--- src/rtl/pba_pkg.sv ---
// ----------------------------------------------------------------------------
// pba_pkg
// Shared constants, command and status types for the page bitmap allocator.
// ----------------------------------------------------------------------------
package pba_pkg;

  localparam int NUM_PAGES_DEF  = 32768;
  localparam int PAGE_BYTES_DEF = 4096;
  localparam int GROUP_BITS     = 32;
  localparam int CNT_W          = 16;
  localparam int ADDR_W         = 27;
  localparam int STATUS_W       = 2;

  localparam logic [STATUS_W-1:0] ST_DONE    = 2'd0;
  localparam logic [STATUS_W-1:0] ST_NOSPACE = 2'd1;
  localparam logic [STATUS_W-1:0] ST_BADREQ  = 2'd2;

  localparam logic [1:0] MODE_ONE   = 2'd0;
  localparam logic [1:0] MODE_SMALL = 2'd1;
  localparam logic [1:0] MODE_LARGE = 2'd2;

  // controller to datapath
  typedef struct packed {
    logic init;      // zero map word at group index
    logic load;      // capture request
    logic clr_grp;   // group index to zero
    logic inc_grp;   // advance group index
    logic rd;        // issue map read at group index
    logic eval;      // evaluate read word
    logic set_grp;   // group index to start group
    logic wr;        // write modified word
    logic post;      // drive result
  } pba_cmd_t;

  // datapath to controller
  typedef struct packed {
    logic bad;       // request invalid
    logic is_free;   // free request
    logic last_grp;  // index at last group
    logic found;     // evaluated word completes a run
    logic reset_run; // scan run broken
    logic wr_last;   // current write is last group of run
  } pba_sts_t;

  function automatic logic [4:0] lowest_bit(input logic [31:0] v);
    logic [4:0] r;
    r = 5'd0;
    for (int k = 31; k >= 0; k--) begin
      if (v[k]) r = 5'(k);
    end
    return r;
  endfunction

endpackage

--- src/rtl/pba_ctrl.sv ---
// ----------------------------------------------------------------------------
// pba_ctrl
// Sequencer for bitmap clear after reset, request check, bitmap scan and bitmap update.
// ----------------------------------------------------------------------------
module pba_ctrl (
  input  logic              clk,
  input  logic              rst_n,
  input  logic              start,
  output logic              busy,
  output pba_pkg::pba_cmd_t cmd,
  input  pba_pkg::pba_sts_t sts
);
  import pba_pkg::*;

  localparam logic [2:0] S_IDLE  = 3'd0;
  localparam logic [2:0] S_CHECK = 3'd1;
  localparam logic [2:0] S_READ  = 3'd2;
  localparam logic [2:0] S_EVAL  = 3'd3;
  localparam logic [2:0] S_WRD   = 3'd4;
  localparam logic [2:0] S_WR    = 3'd5;
  localparam logic [2:0] S_DONE  = 3'd6;
  localparam logic [2:0] S_INIT  = 3'd7;

  logic [2:0] state_r, state_nxt;

  always_ff @(posedge clk) begin
    if (!rst_n) state_r <= S_INIT;
    else        state_r <= state_nxt;
  end

  assign busy = (state_r != S_IDLE);

  always_comb begin
    state_nxt = state_r;
    cmd = '0;
    unique case (state_r)
      S_INIT: begin
        cmd.init = 1'b1;
        if (sts.last_grp) begin
          state_nxt = S_IDLE;
        end else begin
          cmd.inc_grp = 1'b1;
        end
      end
      S_IDLE: begin
        if (start) begin
          cmd.load = 1'b1;
          state_nxt = S_CHECK;
        end
      end
      S_CHECK: begin
        if (sts.bad) begin
          state_nxt = S_DONE;
        end else if (sts.is_free) begin
          state_nxt = S_WRD;
        end else begin
          cmd.clr_grp = 1'b1;
          state_nxt = S_READ;
        end
      end
      S_READ: begin
        cmd.rd = 1'b1;
        state_nxt = S_EVAL;
      end
      S_EVAL: begin
        cmd.eval = 1'b1;
        if (sts.found) begin
          cmd.set_grp = 1'b1;
          state_nxt = S_WRD;
        end else if (sts.last_grp) begin
          state_nxt = S_DONE;
        end else begin
          cmd.inc_grp = 1'b1;
          state_nxt = S_READ;
        end
      end
      S_WRD: begin
        cmd.rd = 1'b1;
        state_nxt = S_WR;
      end
      S_WR: begin
        cmd.wr = 1'b1;
        if (sts.wr_last) begin
          state_nxt = S_DONE;
        end else begin
          cmd.inc_grp = 1'b1;
          state_nxt = S_WRD;
        end
      end
      S_DONE: begin
        cmd.post = 1'b1;
        state_nxt = S_IDLE;
      end
      default: state_nxt = S_IDLE;
    endcase
  end

endmodule

--- config.mk ---
export PLATFORM = sky130hd
export DESIGN_NAME = pba_ctrl
export DESIGN_NICKNAME = d
export VERILOG_FILES = /design/src/rtl/pba_pkg.sv /design/src/rtl/pba_ctrl.sv
export SDC_FILE = /design/constraint.sdc
export NUM_CORES = 1
export LEC_CHECK = 0
export BUFFER_PORTS_ARGS = -buffer_cell sky130_fd_sc_hd__clkbuf_2
export CAP_MARGIN = 5
export CELL_PAD_IN_SITES_DETAIL_PLACEMENT = 0
export CELL_PAD_IN_SITES_GLOBAL_PLACEMENT = 1
export CORE_MARGIN = 10
export CORE_UTILIZATION = 24
export CTS_CLUSTER_SIZE = 40
export DETAILED_ROUTE_END_ITERATION = 10
export PLACE_DENSITY = 0.73
export REMOVE_ABC_BUFFERS = 1
export SYNTH_ARGS = -nofsm -noshare
export SYNTH_HDL_FRONTEND = slang
export SYNTH_SLANG_ARGS = --single-unit
--- constraint.sdc ---
create_clock -name clk -period 0.95 [get_ports clk]
set_clock_uncertainty 0.05 [all_clocks]
set_input_delay 0.0475 -clock clk [delete_from_list [all_inputs] [get_ports clk]]
set_output_delay 0.0475 -clock clk [all_outputs]
set_load 0.01 [all_outputs]
### Word level (Yosys, flattened, before mapping)

Index checks and enable logic that the tools add are counted.

| operators by class | value |
|---|---|
| equal/unequal tests | 9 |
| muxes and demuxes | 23 |
| reductions and logical operators | 4 |

Operators with widths:

| cell | count |
|---|---|
| $pmux 3 s8 | 1 |
| $mux 3 | 6 |
| $mux 1 | 13 |
| $eq 3x3->1 const B | 4 |
| $eq 3x2->1 const B | 2 |
| $mux 2 | 2 |
| $ne 2x2->1 const B | 2 |
| $eq 3x1->1 const B | 1 |
| $logic_not 3->1 | 1 |
| $pmux 1 s3 | 1 |
| $reduce_bool 3->1 | 1 |
| $reduce_and 2->1 | 1 |
| $reduce_or 2->1 | 1 |

| word-level totals | value |
|---|---|
| register bits | 3 |
| bits of input ports | 9 |
| output and inout port bits | 10 |
| logic and storage cells | 37 |

### Logic depth before layout (Yosys ltp)

Gate-level depths: netlist of run 1.

| depth | value |
|---|---|
| depth in word-level cells | 3 |
| mapped depth | 4 |

### Least setup slack after synthesis of run 1

Ideal clock, no wire load.

| timing | value |
|---|---|
| path kind | register -> output |
| start | reg state_r[2] |
| end | out cmd[6] (netlist bit) |
| arrival | 0.927 ns |
| setup slack | -0.075 ns |
| cell stages (with the launch flop) | 3 |
| buffers on the path | 1 |
| cell sequence | dfxtp_1 > buf_2 > nor4_1 |

RTL lines:

| element | line | source |
|---|---|---|
| start: declaration | pba_ctrl.sv:24 | `logic [2:0] state_r, state_nxt;` |
| start signal: assignment | pba_ctrl.sv:28 | `else state_r <= state_nxt;` |
| end: declaration | pba_ctrl.sv:10 | `output pba_pkg::pba_cmd_t cmd,` |

==> flow_summary.json, run 1 <==
{
  "outcome": "finished, violations left",
  "violations": "setup timing",
  "route.met3.wl_um": 83,
  "period_share_pct": 133,
  "worstPathMaxFanout": 9,
  "synth.ff_latch_count": 3,
  "start_util_pct": 25.3,
  "multiInputGateArea_um2": 255,
  "rsz0062_at_grt": "true",
  "drt-met1-wl_um": 386,
  "tns_ps": -2500,
  "final_design_area_no_fill_um2": 549,
  "min-delay-start": "sts[4]",
  "synth_top_cell_by_area": "sky130_fd_sc_hd__dfxtp_1",
  "place_hpwl_um": 786,
  "power-per-cell-area_nw_per_um2": 1740,
  "num_vias": 378,
  "clkTransAtPathRegs_ps": 40,
  "timing.final.hold_violations": 0,
  "placeableCoreArea_um2": 1280,
  "n_fill_cell": 140,
  "critPathRequiredTime_ps": 850,
  "period_needed_ps": 1270,
  "dr_wl_met2_um": 474,
  "number_of_clock_sinks_seen_by_cts": 3,
  "drtAntennaViolNets": 0,
  "syn_avg_cell_area_um2": 8.13,
  "synth_edf_count": 0,
  "finish.net_count": 77,
  "cts.root.buffer_cell": "sky130_fd_sc_hd__clkbuf_4",
  "post_drt_wl_per_cell_um": 11.7,
  "cts-buffers-inserted": 3,
  "start_to_end_type_of_the_worst_setup_path": "flip-flop to output pin",
  "cts_tree": "done",
  "final-seq-area_um2": 66.3,
  "die_x_um": 56.8,
  "vdd_drop_max_uv": 936,
  "crit-reg2reg-capture": "state_r[1]",
  "layout-area-overhead-vs-synth_pct": 68.8,
  "finalSetupViolations": 13,
  "maximum_number_of_pins_on_one_net_before_global_route_repair": 12,
  "primary_flip_flop_cell_chosen_by_synthesis_mapping": "sky130_fd_sc_hd__dfxtp_1",
  "slew_headroom_pct": 86.9,
  "cp-end-kind": "output pin",
  "drt_pass1_iterations": 2,
  "gpl_congestion": 0.729,
  "top_layer_used": "met4",
  "largest_register_ff_count": 3,
  "num_antenna_cells": 0,
  "grt_first_pass_wirelength_mm": 1.57,
  "cts-htree-levels": 1,
  "portBuffers": 17,
  "vias_in_the_first_global_route": 382,
  "synthDistinctLibCells": 26,
  "worst_r2r_path_depth": 4,
  "critPathArrivalTime_ps": 1170,
  "remaining_global_route_overflow": 0,
  "floorplan.rows": 13,
  "ys_seq_area_share_pct": 18.5,
  "finalNonFillerCells": 82,
  "yosys_warnings": 0,
  "syn_inst": 40,
  "yosys.cell_count.top_type": "sky130_fd_sc_hd__nor2_1",
  "asyncSetResetFlopFracSynth_pct": 0,
  "fp.dieArea_um2": 3230,
  "post_dp_cell_area_um2": 467,
  "worst_setup_slack_for_register_to_register_paths_ps": -130,
  "layout_setup_ws_ps": -316,
  "r2r_start": "state_r[1]",
  "worst_pin_slew_ps": 196,
  "post-place-cells": 76,
  "drt_iter0_markers": 2,
  "hold-path-cell-count": 3,
  "drive_gt1_share_pct": 62.7,
  "utilization_pct": 42.7,
  "antenna_found_initial": 0,
  "clockBufferDepth": 2,
  "worst_hold_path.endpoint": "state_r[2]",
  "registers.top_by_ff_count": "state_r",
  "timing.final.max_slew_violations": 0,
  "min_path_type": "primary input to flip-flop",
  "synth_top_area_share_pct": 18.5,
  "cellLeakagePower_nw": 0.276,
  "design.portCount": 19,
  "netlist_area_before_placement_um2": 325,
  "post-place-ws_ps": -116,
  "total_grt_usage_pct": 6.06,
  "routed_via_density": 4.61,
  "synth.top_cells.by_count": "sky130_fd_sc_hd__nor2_1, sky130_fd_sc_hd__nand2_1, sky130_fd_sc_hd__dfxtp_1",
  "timing.critical_path.from_type": "flip-flop",
  "fp.dieH_um": 56.8,
  "wire_length_reported_by_the_detailed_router_um": 959,
  "drc_errors": 0,
  "timing.max_cap.violations": 0,
  "timing_limited_maximum_frequency_mhz": 790,
  "layout_top_registers": "state_r x3",
  "worstSkewPairLatency_ps": 240,
  "synth.top_cells.by_area": "sky130_fd_sc_hd__dfxtp_1, sky130_fd_sc_hd__buf_6, sky130_fd_sc_hd__nor2_1"
}
worst max-delay path by stage:
stage                     startpoint         end
after CTS                 state_r[1]      cmd[6]
after floorplan           state_r[1]  state_r[1]
after global routing      state_r[1]      cmd[5]
after global placement    state_r[1]  state_r[1]
final                     state_r[1]      cmd[6]
after detailed placement  state_r[1]      cmd[6]
where the power goes:
part / total, mW / switching, mW / internal, mW
Sequential: 0.182 / 0.0239 / 0.158
Combinational: 0.540 / 0.252 / 0.288
Clock: 0.232 / 0.0744 / 0.158
Total: 0.954 / 0.350 / 0.604
timing repair:
item,CTS,global route
setup buffers,0,1
gates resized for setup,4,14
endpoints found under the setup margin,13,13
hold buffers,1,0
pin swaps,0,1
hold endpoints to repair,3,0
cell usage in the layout (no fill, tap or decap):
master	count
sky130_fd_sc_hd__a21boi_2	1
sky130_fd_sc_hd__a21oi_1	1
sky130_fd_sc_hd__a2bb2oi_1	1
sky130_fd_sc_hd__and2_1	1
sky130_fd_sc_hd__and3_1	2
sky130_fd_sc_hd__and3_4	1
sky130_fd_sc_hd__and3b_1	1
sky130_fd_sc_hd__buf_12	1
sky130_fd_sc_hd__buf_2	6
sky130_fd_sc_hd__buf_4	4
sky130_fd_sc_hd__buf_6	3
sky130_fd_sc_hd__clkbuf_1	1
sky130_fd_sc_hd__clkbuf_2	11
sky130_fd_sc_hd__clkbuf_4	3
sky130_fd_sc_hd__dfxtp_2	2
sky130_fd_sc_hd__dfxtp_4	1
sky130_fd_sc_hd__dlygate4sd3_1	1
sky130_fd_sc_hd__inv_1	1
sky130_fd_sc_hd__mux2i_1	1
sky130_fd_sc_hd__nand2_1	5
sky130_fd_sc_hd__nand2b_4	1
sky130_fd_sc_hd__nor2_1	4
sky130_fd_sc_hd__nor2_2	2
sky130_fd_sc_hd__nor2_4	1
sky130_fd_sc_hd__nor2b_1	2
sky130_fd_sc_hd__nor3b_2	1
sky130_fd_sc_hd__nor4_2	1
sky130_fd_sc_hd__o2111ai_1	1
sky130_fd_sc_hd__o211ai_1	1
sky130_fd_sc_hd__o21a_1	1
sky130_fd_sc_hd__o21ai_2	1
sky130_fd_sc_hd__o221ai_2	1
sky130_fd_sc_hd__o311ai_2	1
sky130_fd_sc_hd__xnor2_1	1
stage by stage:
step           hold WS [ps]  total power [mW]
4_1_cts                81.3             0.937
5_1_grt                95.5              1.04
3_5_place_dp            209             0.676
3_3_place_gp            215             0.674
6_report               87.1             0.954
2_1_floorplan          63.5             0.445
layer usage:
metal | track usage (%) | vias to the layer above
met2 | 9.09 | 13
met1 | 6.20 | 165
met3 | 4.27 | 2
met5 | 0 | -
met4 | 3.02 | 0
li1 | - | 198
cells by family after synthesis:
kind of cell    count (synthesis)  share of synthesized area, %
flops                           3                          18.5
buf+inv                         4                          9.61
xor+xnor                        1                          2.69
simple gates                   22                          38.8
mux                             1                          3.08
compound gates                  9                          27.3
critical path, stage by stage (launching register included):
cell	delay, ps
sky130_fd_sc_hd__dfxtp_2	310
sky130_fd_sc_hd__buf_4	160
sky130_fd_sc_hd__nand2b_4	160
sky130_fd_sc_hd__nor4_2	130
sky130_fd_sc_hd__buf_2	170
layout make-up:
class / instances / area share [%]
multi-input combinational: 33 / 46.5
timing repair buffer: 26 / 32.6
sequential: 3 / 12.1
clock buffer: 4 / 4.78
tap: 15 / 3.42
inverter: 1 / 0.683
Note: power is estimated with default switching activity, not from simulation.
==> run 2, diff against run 1 <==
--- a/config.mk
+++ b/config.mk
@@ -13,7 +13,7 @@
 export CORE_UTILIZATION = 24
 export CTS_CLUSTER_SIZE = 40
 export DETAILED_ROUTE_END_ITERATION = 10
-export PLACE_DENSITY = 0.73
+export PLACE_DENSITY_LB_ADDON = 0.15
 export REMOVE_ABC_BUFFERS = 1
 export SYNTH_ARGS = -nofsm -noshare
 export SYNTH_HDL_FRONTEND = slang
==> run 2 against run 1 <==
  * Worst setup slack got worse by 8.2 ps
  * Core utilization rose by 2.6 points
  * Largest cell class unchanged
  * Hold slack improved by 19 ps
  * Cell count rose by 3.7%
  * Clock power fell by 6%
  * Largest power group unchanged
  * Critical endpoint unchanged
  * The flow still finishes with violations (setup timing)
  * Via count rose by 7.1%
  * Design area rose by 6.2%
  * Wire length rose by 16%
==> flow_summary.json, run 2 (same netlist as run 1, synthesis figures left out) <==
{
  "outcome": "finished, violations left",
  "violations": "setup timing",
  "crit_path_end": "cmd[6]",
  "num_vias": 405,
  "period_share_pct": 134,
  "placeableCoreArea_um2": 1280,
  "worst_setup_slack_for_register_to_register_paths_ps": -250,
  "timing_limited_maximum_frequency_mhz": 785,
  "floorplan.rows": 13,
  "design.portCount": 19,
  "start_to_end_type_of_the_worst_setup_path": "flip-flop to output pin",
  "critPathArrivalTime_ps": 1180,
  "portBuffers": 17,
  "num_antenna_cells": 0,
  "timing.max_cap.violations": 0,
  "buffers_and_inverters_on_the_worst_path": 2,
  "vias_in_the_first_global_route": 440,
  "remaining_global_route_overflow": 0,
  "worstSkewPairLatency_ps": 230,
  "totalPowerFinal_mw": 0.980,
  "route.met3.wl_um": 73,
  "timing.final.max_slew_violations": 0,
  "layout_top_registers": "state_r x3",
  "clockBufferDepth": 2,
  "wire_length_reported_by_the_detailed_router_mm": 1.11,
  "drt-met1-wl_um": 437,
  "drt_pass1_iterations": 4,
  "layout_commonest_cell": "sky130_fd_sc_hd__clkbuf_2",
  "cts_tree": "done",
  "rsz0062_at_grt": "true",
  "worstPathMaxFanout": 7,
  "maximum_number_of_pins_on_one_net_before_global_route_repair": 9,
  "grt_first_pass_wirelength_mm": 1.84,
  "worst_pin_slew_ps": 203,
  "fp.dieH_um": 56.8,
  "slew_headroom_pct": 86.4,
  "cp-end-kind": "output pin",
  "r2r_start": "state_r[1]",
  "cts-htree-levels": 1,
  "crit-reg2reg-capture": "state_r[1]",
  "most-common-layout-cells": "sky130_fd_sc_hd__clkbuf_2, sky130_fd_sc_hd__buf_4, sky130_fd_sc_hd__nand2_1, sky130_fd_sc_hd__nor2_1, sky130_fd_sc_hd__buf_2",
  "final-seq-area_um2": 68.8,
  "start_util_pct": 25.3,
  "layout_setup_ws_ps": -324,
  "cellLeakagePower_nw": 0.291,
  "fp.dieArea_um2": 3230,
  "cts-buffers-inserted": 3,
  "worst_r2r_path_depth": 5,
  "total_grt_usage_pct": 6.74,
  "tns_ps": -2850,
  "registers.top_by_ff_count": "state_r",
  "cts.root.buffer_cell": "sky130_fd_sc_hd__clkbuf_4",
  "drc_errors": 0,
  "finalSetupViolations": 13,
  "power-per-cell-area_nw_per_um2": 1680,
  "drt_iter0_markers": 7,
  "timing.critical_path.from_type": "flip-flop",
  "antenna_found_initial": 0,
  "min_path_type": "primary input to flip-flop",
  "place_hpwl_um": 845,
  "critPathRequiredTime_ps": 850,
  "final_design_area_no_fill_um2": 583,
  "critical-path-slowest-cell": "sky130_fd_sc_hd__dfxtp_2",
  "dr_wl_met2_um": 586,
  "clkTransAtPathRegs_ps": 30,
  "cpLargestDelayFamily": "buffers and inverters",
  "post_dp_cell_area_um2": 482,
  "die_x_um": 56.8,
  "drtAntennaViolNets": 0,
  "final.hold.worst_slack_ps": 106,
  "layout-area-overhead-vs-synth_pct": 79.2,
  "vdd_drop_max_uv": 648,
  "post_drt_wl_per_cell_um": 13.1,
  "post-place-ws_ps": -127,
  "critical_path.cell_chain": "buf_4 -> nand2b_4 -> nor4_4 -> buf_2",
  "drive_gt1_share_pct": 65.7,
  "top_layer_used": "met4",
  "period_needed_ps": 1270,
  "multiInputGateArea_um2": 274,
  "timing.final.hold_violations": 0,
  "number_of_clock_sinks_seen_by_cts": 3,
  "finish.net_count": 80,
  "routed_via_density": 4.76,
  "timing.critical_path.depth": 4,
  "slowest_delay_ps": 310,
  "timing.critical_path.from": "state_r[1]",
  "largest_register_ff_count": 3,
  "gpl_congestion": 0.755,
  "n_fill_cell": 141
}
## run 2: what timing repair did
item | in CTS | in global routing
gates resized for setup | 10 | 11
endpoints found under the hold margin | 2 | 0
hold buffers | 1 | 0
setup endpoints to repair | 13 | 13
pin swaps | 2 | 0
setup buffers | 3 | 0
## run 2: worst min path at each step
stage	from	to	cells past startpoint
final	sts[0]	state_r[1]	3
after global routing	sts[0]	state_r[1]	3
after CTS	sts[4]	state_r[2]	3
after detailed placement	rst_n	state_r[2]	2
after global placement	rst_n	state_r[2]	2
after floorplan	rst_n	state_r[2]	1
## run 2: through the flow
step	util (%)	instances
4_1_cts	42.8	85
3_3_place_gp	37.5	78
5_1_grt	45.4	85
2_1_floorplan	-	37
6_report	45.4	85
3_5_place_dp	37.5	78
## run 2: layout make-up
type | instances | share of cell area, %
Clock buffer | 4 | 4.51
Inverter | 1 | 0.644
Multi-Input combinational cell | 33 | 47.0
Sequential cell | 3 | 11.8
Tap cell | 15 | 3.22
Timing Repair Buffer | 29 | 32.8
## run 2: where the power goes
group          total (mW)  internal (mW)  switching, mW
registers           0.209          0.160         0.0487
clock network       0.218          0.157         0.0605
logic               0.554          0.301          0.252
total               0.980          0.619          0.361
## run 2: worst min-delay path: cells and delay by family
family | cells | cell delay, ps
compound gates | 2 | 200
buf+inv | 1 | 90
## run 2: per-layer routing
metal	vias up	global-route usage, %
li1	203	-
met1	187	6.85
met2	13	11.8
met3	2	1.35
met4	0	5.03
met5	-	0
